File: src/hdl/ps2mt_pkg.sv
// ----------------------------------------------------------------------------
// ps2mt_pkg
// Shared types and constants for the PS/2 mouse packet cursor tracker.
// ----------------------------------------------------------------------------
package ps2mt_pkg;

  // packet byte position
  typedef enum logic [1:0] {
    POS_HEAD = 2'd0,
    POS_DX   = 2'd1,
    POS_DY   = 2'd2
  } byte_pos_t;

  // result status codes
  typedef enum logic [1:0] {
    ST_APPLIED  = 2'd0,
    ST_OVERFLOW = 2'd1,
    ST_OOB      = 2'd2
  } move_status_t;

  // configuration register indexes
  localparam logic CFG_X_LIMIT = 1'b0;
  localparam logic CFG_Y_LIMIT = 1'b1;

  localparam int LIMIT_W = 12;
  localparam int CUR_W   = 12;

  localparam logic [LIMIT_W-1:0] X_LIMIT_RST = 12'd1023;
  localparam logic [LIMIT_W-1:0] Y_LIMIT_RST = 12'd767;

  // head byte bits
  localparam int HB_LEFT  = 0;
  localparam int HB_RIGHT = 1;
  localparam int HB_SYNC  = 3;
  localparam int HB_XSIGN = 4;
  localparam int HB_YSIGN = 5;
  localparam int HB_XOVF  = 6;
  localparam int HB_YOVF  = 7;

endpackage

File: src/hdl/ps2_mouse_packet_cursor_tracker_unit.sv
// ----------------------------------------------------------------------------
// ps2_mouse_packet_cursor_tracker_unit
// Decodes 3-byte PS/2 mouse packets and tracks a bounded cursor position.
// ----------------------------------------------------------------------------
// Usage:
//   in_*  : one mouse byte per word (tdata[7:0]). A head byte is taken only
//           when its sync bit (bit 3) is set; the next two bytes are X and Y.
//   out_* : one word per complete packet: buttons, cursor x/y and a status
//           (applied, dropped for overflow, dropped out of bounds).
//   cfg_* : write x_limit (index 0) and y_limit (index 1) while idle.
// The result word is registered and is valid the cycle after the third byte is taken.
// Throughput: one byte per cycle unless the output stalls; all packet logic
//   sits between the input handshake and the single output register.
// The output register is refilled in the same cycle it is drained, so a byte
//   is taken whenever the output is empty or being read. While the receiver
//   stalls with a result pending, in_tready stays low.
// Reset clears the packet position, stored bytes, the cursor to (0,0) and sets
//   the limits to 1023 and 767; no result is pending after reset.
// ----------------------------------------------------------------------------
module ps2_mouse_packet_cursor_tracker_unit #(
  parameter int POS_BITS = 12
) (
  input  logic        clk,
  input  logic        rst_n,
  // in_tdata: [7:0] data_byte
  input  logic        in_tvalid,
  output logic        in_tready,
  input  logic [7:0]  in_tdata,
  // out_tdata: [0] left_button, [1] right_button, [13:2] cursor_x,
  //            [25:14] cursor_y, [27:26] move_status, [31:28] zero
  output logic        out_tvalid,
  input  logic        out_tready,
  output logic [31:0] out_tdata,
  input  logic        cfg_we,
  input  logic        cfg_addr,
  input  logic [11:0] cfg_wdata
);

  localparam int CW = ((POS_BITS > ps2mt_pkg::LIMIT_W) ? POS_BITS : ps2mt_pkg::LIMIT_W) + 2;
  localparam logic signed [CW-1:0] POS_MAX = CW'((1 << POS_BITS) - 1);

  ps2mt_pkg::byte_pos_t          byte_pos_r, byte_pos_nxt;
  logic [7:0]                    head_r, head_nxt;
  logic [7:0]                    dx_r, dx_nxt;
  logic [POS_BITS-1:0]           pos_x_r, pos_x_nxt;
  logic [POS_BITS-1:0]           pos_y_r, pos_y_nxt;
  logic [1:0]                    buttons_r, buttons_nxt;
  logic [ps2mt_pkg::LIMIT_W-1:0] x_lim_r, y_lim_r;
  logic                          out_vld_r, out_vld_nxt;
  logic [31:0]                   out_data_r, out_data_nxt;

  logic                          in_acc;
  logic                          res_load;
  ps2mt_pkg::move_status_t       status;
  logic signed [8:0]             dx9, dy9;
  logic signed [CW-1:0]          nx, ny;
  logic [CW-1:0]                 cur_x_ext, cur_y_ext;
  logic                          oob;

  assign in_tready  = ~out_vld_r | out_tready;
  assign in_acc     = in_tvalid & in_tready;
  assign out_tvalid = out_vld_r;
  assign out_tdata  = out_data_r;

  // 9-bit signed deltas and candidate position
  assign dx9 = $signed({head_r[ps2mt_pkg::HB_XSIGN], dx_r});
  assign dy9 = $signed({head_r[ps2mt_pkg::HB_YSIGN], in_tdata});
  assign nx  = $signed({{(CW-POS_BITS){1'b0}}, pos_x_r}) + CW'(dx9);
  assign ny  = $signed({{(CW-POS_BITS){1'b0}}, pos_y_r}) - CW'(dy9);
  assign oob = nx[CW-1] || nx > $signed({{(CW-ps2mt_pkg::LIMIT_W){1'b0}}, x_lim_r}) ||
               nx > POS_MAX ||
               ny[CW-1] || ny > $signed({{(CW-ps2mt_pkg::LIMIT_W){1'b0}}, y_lim_r}) ||
               ny > POS_MAX;

  always_comb begin
    byte_pos_nxt = byte_pos_r;
    head_nxt     = head_r;
    dx_nxt       = dx_r;
    pos_x_nxt    = pos_x_r;
    pos_y_nxt    = pos_y_r;
    buttons_nxt  = buttons_r;
    res_load     = 1'b0;
    status       = ps2mt_pkg::ST_APPLIED;
    if (in_acc) begin
      unique case (byte_pos_r)
        ps2mt_pkg::POS_HEAD: begin
          if (in_tdata[ps2mt_pkg::HB_SYNC]) begin
            head_nxt     = in_tdata;
            byte_pos_nxt = ps2mt_pkg::POS_DX;
          end
        end
        ps2mt_pkg::POS_DX: begin
          dx_nxt       = in_tdata;
          byte_pos_nxt = ps2mt_pkg::POS_DY;
        end
        default: begin
          byte_pos_nxt = ps2mt_pkg::POS_HEAD;
          res_load     = 1'b1;
          buttons_nxt  = head_r[1:0];
          if (head_r[ps2mt_pkg::HB_XOVF] | head_r[ps2mt_pkg::HB_YOVF]) begin
            status = ps2mt_pkg::ST_OVERFLOW;
          end else if (oob) begin
            status = ps2mt_pkg::ST_OOB;
          end else begin
            pos_x_nxt = nx[POS_BITS-1:0];
            pos_y_nxt = ny[POS_BITS-1:0];
          end
        end
      endcase
    end
  end

  assign cur_x_ext = {{(CW-POS_BITS){1'b0}}, pos_x_nxt};
  assign cur_y_ext = {{(CW-POS_BITS){1'b0}}, pos_y_nxt};

  always_comb begin
    out_vld_nxt  = out_vld_r & ~out_tready;
    out_data_nxt = out_data_r;
    if (res_load) begin
      out_vld_nxt  = 1'b1;
      out_data_nxt = {4'b0, status, cur_y_ext[ps2mt_pkg::CUR_W-1:0],
                      cur_x_ext[ps2mt_pkg::CUR_W-1:0], buttons_nxt[1], buttons_nxt[0]};
    end
  end

  always_ff @(posedge clk) begin
    if (!rst_n) begin
      byte_pos_r <= ps2mt_pkg::POS_HEAD;
      head_r     <= '0;
      dx_r       <= '0;
      pos_x_r    <= '0;
      pos_y_r    <= '0;
      buttons_r  <= '0;
      x_lim_r    <= ps2mt_pkg::X_LIMIT_RST;
      y_lim_r    <= ps2mt_pkg::Y_LIMIT_RST;
      out_vld_r  <= 1'b0;
    end else begin
      byte_pos_r <= byte_pos_nxt;
      head_r     <= head_nxt;
      dx_r       <= dx_nxt;
      pos_x_r    <= pos_x_nxt;
      pos_y_r    <= pos_y_nxt;
      buttons_r  <= buttons_nxt;
      out_vld_r  <= out_vld_nxt;
      if (cfg_we) begin
        unique case (cfg_addr)
          ps2mt_pkg::CFG_X_LIMIT: x_lim_r <= cfg_wdata;
          ps2mt_pkg::CFG_Y_LIMIT: y_lim_r <= cfg_wdata;
          default: ;
        endcase
      end
    end
  end

  always_ff @(posedge clk) begin
    out_data_r <= out_data_nxt;
  end

  // a byte without sync bit at the head position is dropped
  a_sync_drop: assert property (@(posedge clk) disable iff (!rst_n)
    in_acc && byte_pos_r == ps2mt_pkg::POS_HEAD && !in_tdata[ps2mt_pkg::HB_SYNC]
    |=> byte_pos_r == ps2mt_pkg::POS_HEAD && !$rose(out_vld_r))
    else $error("unsynced head byte advanced the packet");

  // overflow packets leave the cursor where it was
  a_ovf_hold: assert property (@(posedge clk) disable iff (!rst_n)
    res_load && status == ps2mt_pkg::ST_OVERFLOW
    |=> $stable(pos_x_r) && $stable(pos_y_r))
    else $error("cursor moved on overflow packet");

  // the reported cursor is the tracked position
  a_out_pos: assert property (@(posedge clk) disable iff (!rst_n)
    res_load |=> out_data_r[13:2] == cur_x_ext[ps2mt_pkg::CUR_W-1:0] ||
                 out_data_r[13:2] == $past(cur_x_ext[ps2mt_pkg::CUR_W-1:0]))
    else $error("result cursor x differs from tracked position");

  // results come only from the third byte of a packet
  a_third_byte: assert property (@(posedge clk) disable iff (!rst_n)
    res_load |-> byte_pos_r != ps2mt_pkg::POS_HEAD && byte_pos_r != ps2mt_pkg::POS_DX)
    else $error("result issued before packet completed");

endmodule
File: config.mk
export PLATFORM = sky130hd
export DESIGN_NAME = ps2_mouse_packet_cursor_tracker_unit
export DESIGN_NICKNAME = d
export VERILOG_FILES = /design/src/hdl/ps2mt_pkg.sv /design/src/hdl/ps2_mouse_packet_cursor_tracker_unit.sv
export SDC_FILE = /design/constraint.sdc
export NUM_CORES = 1
export LEC_CHECK = 0
export ABC_AREA = 1
export BUFFER_PORTS_ARGS = -buffer_cell sky130_fd_sc_hd__buf_2
export CELL_PAD_IN_SITES_DETAIL_PLACEMENT = 1
export CELL_PAD_IN_SITES_GLOBAL_PLACEMENT = 2
export CORE_ASPECT_RATIO = 0.9
export CORE_MARGIN = 5
export CORE_UTILIZATION = 37
export DETAILED_ROUTE_END_ITERATION = 12
export PLACE_DENSITY = 0.84
export SLEW_MARGIN = 20
export SYNTH_ARGS = -nofsm -noshare
export SYNTH_HDL_FRONTEND = slang
export SYNTH_SLANG_ARGS = --single-unit
File: constraint.sdc
create_clock -name clk -period 5.1 [get_ports clk]
set_input_delay 0.255 -clock clk [delete_from_list [all_inputs] [get_ports clk]]
set_output_delay 0.255 -clock clk [all_outputs]
set_load 0.1 [all_outputs]
* Word level (Yosys, flattened, before mapping) *
Index checks and enable logic that the tools add are counted.
W data, S select, Z words.

operators by class
  $add $sub $neg = 2
  bitwise logic cells = 8
  magnitude comparators = 4
  equal/unequal tests = 2
  reduce and logical (&&, ||, !) cells = 14
  mux-type cells = 17

operators by type and width
  kind                    count
  $mux W12                8
  $gt A14 B13 Y1          2
  $gt A14 B13 Y1 const B  2
  $add A13 B9 Y14         1
  $sub A13 B9 Y14         1
  $mux W2                 4
  $reduce_and A2 Y1       4
  $logic_or A1 B1 Y1      5
  $mux W1                 4
  $not A1 Y1              4
  $pmux W2 S2             1
  $reduce_or A4 Y1        1
  $reduce_and A3 Y1       1
  $reduce_or A3 Y1        1
  $and A1 B1 Y1           2
  $eq A2 B1 Y1 const B    1
  $logic_not A2 Y1        1
  $ne A2 B2 Y1 const B    1
  $or A1 B1 Y1            2
  $reduce_or A2 Y1        1

word-level totals
  flip-flop bits (word level) = 97
  output and inout bits = 34
  bits of input ports = 26
  word-level logic and storage cells = 59

* Logic depth before layout (Yosys ltp) *
  word-level depth = 11
  mapped depth = 26
  mapped depth without buffers = 25

* Worst setup path before layout *
No wires, ideal clock.

  path kind = reg-to-reg
  from = reg out_vld_r (netlist: out_tvalid)
  to = reg out_data_r[10] (netlist: out_tdata[10]), data pin
  path buffers = 1
  cell stages (with the launch flop) = 10
  data required time = 4.849 ns
  setup slack = 1.290 ns
  period minus slack after synthesis = 3.810 ns
  arrival time = 3.560 ns
  cells stage by stage = dfxtp_1 nand2_1 nand2_1 nor2_2 inv_2 nor3_4 buf_2 nand4_1 nand2_1 inv_1

between the ends
  word-level cells in the longest chain between the ends = 4

ends and longest elaborated chain
  what                    RTL line                                     RTL
  start, declared         ps2_mouse_packet_cursor_tracker_unit.sv:49   logic out_vld_r, out_vld_nxt;
  start signal, assigned  ps2_mouse_packet_cursor_tracker_unit.sv:144  out_vld_r <= out_vld_nxt;
  $not A1 Y1              ps2_mouse_packet_cursor_tracker_unit.sv:60   assign in_tready = ~out_vld_r | out_tready;
  $or A1 B1 Y1            ps2_mouse_packet_cursor_tracker_unit.sv:60
  named net in_tready     ps2_mouse_packet_cursor_tracker_unit.sv:27   output logic in_tready,
  $and A1 B1 Y1           ps2_mouse_packet_cursor_tracker_unit.sv:61   assign in_acc = in_tvalid & in_tready;
  $mux W12                ps2_mouse_packet_cursor_tracker_unit.sv:84   if (in_acc) begin
  named net pos_x_nxt[8]  ps2_mouse_packet_cursor_tracker_unit.sv:45   logic [POS_BITS-1:0] pos_x_r, pos_x_nxt;
  end signal, assigned    ps2_mouse_packet_cursor_tracker_unit.sv:156  out_data_r <= out_data_nxt;
  end, declared           ps2_mouse_packet_cursor_tracker_unit.sv:50   logic [31:0] out_data_r, out_data_nxt;

The timed path passes the listed nets, and every way through them passes these cells.
A chain may end at the register's enable or synchronous reset.

* Final worst setup path *
  from = reg dx_r[0]
  to = reg out_data_r[24] (netlist: out_tdata[24]), data pin

between the ends
  word-level cells in the longest chain between the ends = 11

ends and longest elaborated chain
  what                                 RTL line                                     RTL
  start, declared                      ps2_mouse_packet_cursor_tracker_unit.sv:44   logic [7:0] dx_r, dx_nxt;
  start signal, assigned               ps2_mouse_packet_cursor_tracker_unit.sv:140  dx_r <= dx_nxt;
  $add A13 B9 Y14 (*)                  ps2_mouse_packet_cursor_tracker_unit.sv:68   assign nx = $signed({{(CW-POS_BITS){1'b0}}, pos_x_r}) + CW'(dx9);
  $gt A14 B13 Y1                       ps2_mouse_packet_cursor_tracker_unit.sv:70   assign oob = nx[CW-1] || nx > $signed({{(CW-ps2mt_pkg::LIMIT_W){1'b0}}, x_lim_r}) ||
  $logic_or A1 B1 Y1                   ps2_mouse_packet_cursor_tracker_unit.sv:70
  $logic_or A1 B1 Y1 (*)               ps2_mouse_packet_cursor_tracker_unit.sv:70
  $logic_or A1 B1 Y1 (*)               ps2_mouse_packet_cursor_tracker_unit.sv:71   nx > POS_MAX ||
  $logic_or A1 B1 Y1 (*) (2 in a row)  ps2_mouse_packet_cursor_tracker_unit.sv:72   ny[CW-1] || ny > $signed({{(CW-ps2mt_pkg::LIMIT_W){1'b0}}, y_lim_r}) ||
  $mux W12 (*)                         ps2_mouse_packet_cursor_tracker_unit.sv:102  end else if (oob) begin
  $mux W12 (*)                         ps2_mouse_packet_cursor_tracker_unit.sv:100  if (head_r[ps2mt_pkg::HB_XOVF] | head_r[ps2mt_pkg::HB_YOVF]) begin
  $mux W12 (*)                         ps2_mouse_packet_cursor_tracker_unit.sv:85   unique case (byte_pos_r)
  $mux W12 (*)                         ps2_mouse_packet_cursor_tracker_unit.sv:84
  named net pos_y_nxt[10]              ps2_mouse_packet_cursor_tracker_unit.sv:46   logic [POS_BITS-1:0] pos_y_r, pos_y_nxt;

Mark *: on every way through the listed nets, which the timed path passes. The rest lies on a longest branch.

==> impl_metrics.yaml <==
status:
  outcome: "complete, no violations"
synth:
  synth_area_sq_um: 5403
  synth_top_area_cell: "dfxtp_1"
  synth_area_leaders: "dfxtp_1, edfxtp_1, ha_1, nand2_1, inv_1"
  synth_top_area_share_pct: 24.83
  synth-async-reset-ratio_pct: 0
  synth_commonest_cells: "nand2_1, inv_1, dfxtp_1"
  syn_inst: 683
  syn_avg_cell_area_sq_um: 7.910
  synth_edf_count: 28
  ys_types: 38
  seq_area_frac_synth_pct: 40.39
  synth_warnings: 0
  yosysMostFrequentCell: "nand2_1"
  ys.flop_type: "dfxtp_1"
  synth_seq_cells: 95
cells_and_area:
  final_area_sq_um: 6133
  n_antenna_cell: 0
  drive_gt1_share_pct: 11.52
  syn2layout_area_growth_pct: 13.52
  fin_cells: 931
  nets: 811
clocking:
  cts_resized: 0
  cts_root_buf: "clkbuf_16"
  h-tree-depth: 3
  clk_pin_slew_ns: 0.07
  clk_latency_ns: 0.35
  postCtsHoldBufs: 0
  tritoncts: "yes"
  numCtsBuffers: 9
  cts_num_sinks: 95
  cts_setup_buffers: 0
  cts_buffer_depth: 2
worst_setup_path:
  worst-r2r-cell-count: 20
  critPathMaxFanout: 26
  slowest_delay_ns: 0.45
  cpMostUsedCell: "nand2_1"
  critPathKind: "reg2reg"
  r2r-start: "dx_r[0]"
  worst_setup_path_start_kind: "flop"
  cp_slowest_cell: "fa_1"
  cp.arrival_ns: 4.40
  endpoint_kind: "flop"
  rrSetupSlack_ns: 0.81
  reg2reg_to: "out_tdata[24]"
  critPathBufInv: 2
  path_cells: "ha_1, fa_1, nand3_1, nand2_1, a21boi_0, o21ai_0, xnor2_1, inv_1, ha_1, nand2_1, inv_1, nand2_1, nor2_1, nand4_1, nand2_1, nand2_1, nor2_8, nand3_4, nand2_1, nand2_1"
  path_delay_family: "simple AND/OR/NAND/NOR gates"
  worst_ep_required_time_ns: 5.20
global_route:
  track_usage_pct: 19.08
  antenna_found_initial: 0
  grt_overflow: 0
  grt_max_degree: 41
  grt_pass1_vias: 5033
  grt_pass1_wl_um: 25360
min_path:
  hp-start: "cfg_wdata[0]"
  hold_class: "in2reg"
  holdPathStages: 3
  min_to: "x_lim_r[0]"
route:
  vias: 4693
  via_per_inst: 5.041
  initialDrtViolationCount: 218
  wl_per_cell_um: 16.76
  ant_nets: 0
  drcViolationCount: 0
  detailedRoute.firstPassIterationCount: 4
  wl_um: 15610
timing:
  slew_headroom_pct: 34.54
  final.period_utilization_pct: 84.20
  hold_violations: 0
  fin_crit_ns: 4.294
  rsz0062_at_grt: "no"
  finalSetupViolations: 0
  skew_ns: 0.006871
  setup_tns_ns: 0
  worst-slew-pin-transition_ns: 0.9783
  whs_ns: 0.1477
  slew_violations: 0
  fmax_mhz: 232.9
pwr:
  power.leakage_nw: 3.097
  p_per_area_nw_per_um2: 282.4
  peakVddDrop_mv: 0.1928
floorplanning:
  rows: 41
  io_pins: 60
  start_util_pct: 38.16
  die_y_um: 124.6
  core_sq_um: 14160
  dieArea_sq_um: 17120
  die_w_um: 137.4
place:
  port_buffers: 55
  dp.cells: 915
  hpwl_um: 12110
  place.gp.congestion: 0.8324
  postPlaceCellArea_sq_um: 5844
flow_run:
  cap_viol_max_count: 0
## tightest hold or removal path: stages
cell and delay (ns):
buf_2 0.10, nand2_1 0.05, nand3_1 0.06
## worst max-delay path by stage
stage / from / endpoint / slack (ns) / cells after the start
finish: dx_r[0] / out_tdata[24] / 0.81 / 20
global route: dx_r[0] / out_tdata[25] / 0.43 / 21
CTS: dx_r[0] / out_tdata[24] / 0.76 / 20
detailed placement: dx_r[0] / out_tdata[24] / 0.78 / 20
global placement: dx_r[0] / out_tdata[21] / 0.89 / 20
floorplan: out_tvalid / out_tdata[10] / 1.29 / 9
## final cells by class
cell class              count  area [sq um]
clock buffers              10         229.0
clock inverters             6         60.06
fillers                  1786          8025
inverters                 105         394.1
multi-input cells         463          2721
flip-flops and latches     95          2182
well taps                 193         241.5
repair buffers             59         305.3
## layout by cell type, fill, tap and decap left out, drive strengths merged, types with 6 or more instances in the layout
cell type	n
nand2	159
inv	105
dfxtp	67
a21oi	62
buf	59
ha	50
nor2	46
o21ai	31
nand3	29
edfxtp	28
nand4	27
o211ai	17
xor2	12
clkbuf	10
xnor2	6
## through the flow
stage               setup slack [ns]  utilization [%]  total power [mW]
floorplan                      1.290                -             1.004
global placement              0.8881            41.23             1.061
detailed placement            0.7809            41.28             1.071
CTS                           0.7649            43.32             1.756
global route                  0.4341            43.32             1.815
finish                        0.8058            43.32             1.732
## state kept, by name (all words and copies together) (netlist names)
name and count:
buttons_r 2, out_tdata 28, y_lim_r 12, dx_r 8, pos_y_r 12, byte_pos_r 2, head_r 6, out_tvalid 1
pos_x_r 12, x_lim_r 12
## routing by layer
layer | part of all wire, % | up-vias | GRT usage [%]
li1 | - | 2349 | -
met1 | 45 | 2256 | 23.01
met2 | 51 | 66 | 33.72
met3 | 2.7 | 22 | 4.281
met4 | 1.6 | 0 | 5.223
met5 | 0 | - | 0
## power by group
group | switching (mW) | leakage (nW) | internal, mW
clock | 0.301 | 0.142 | 0.379
combinational | 0.174 | 2.15 | 0.0674
sequential | 0.0132 | 0.806 | 0.798
total | 0.488 | 3.10 | 1.24
## cell families (layout without fill, tap and decap cells)
family / after synthesis / count (layout) / share of synthesized area, %
fa+ha+maj: 52 / 52 / 12.32
simple gates: 267 / 267 / 21.77
other cells: 1 / 4 / 0.06941
flops: 95 / 95 / 40.39
buf+inv: 128 / 180 / 9.657
xor+xnor: 18 / 18 / 2.918
compound gates: 122 / 122 / 12.88
Power figures use the tool's default switching activity.
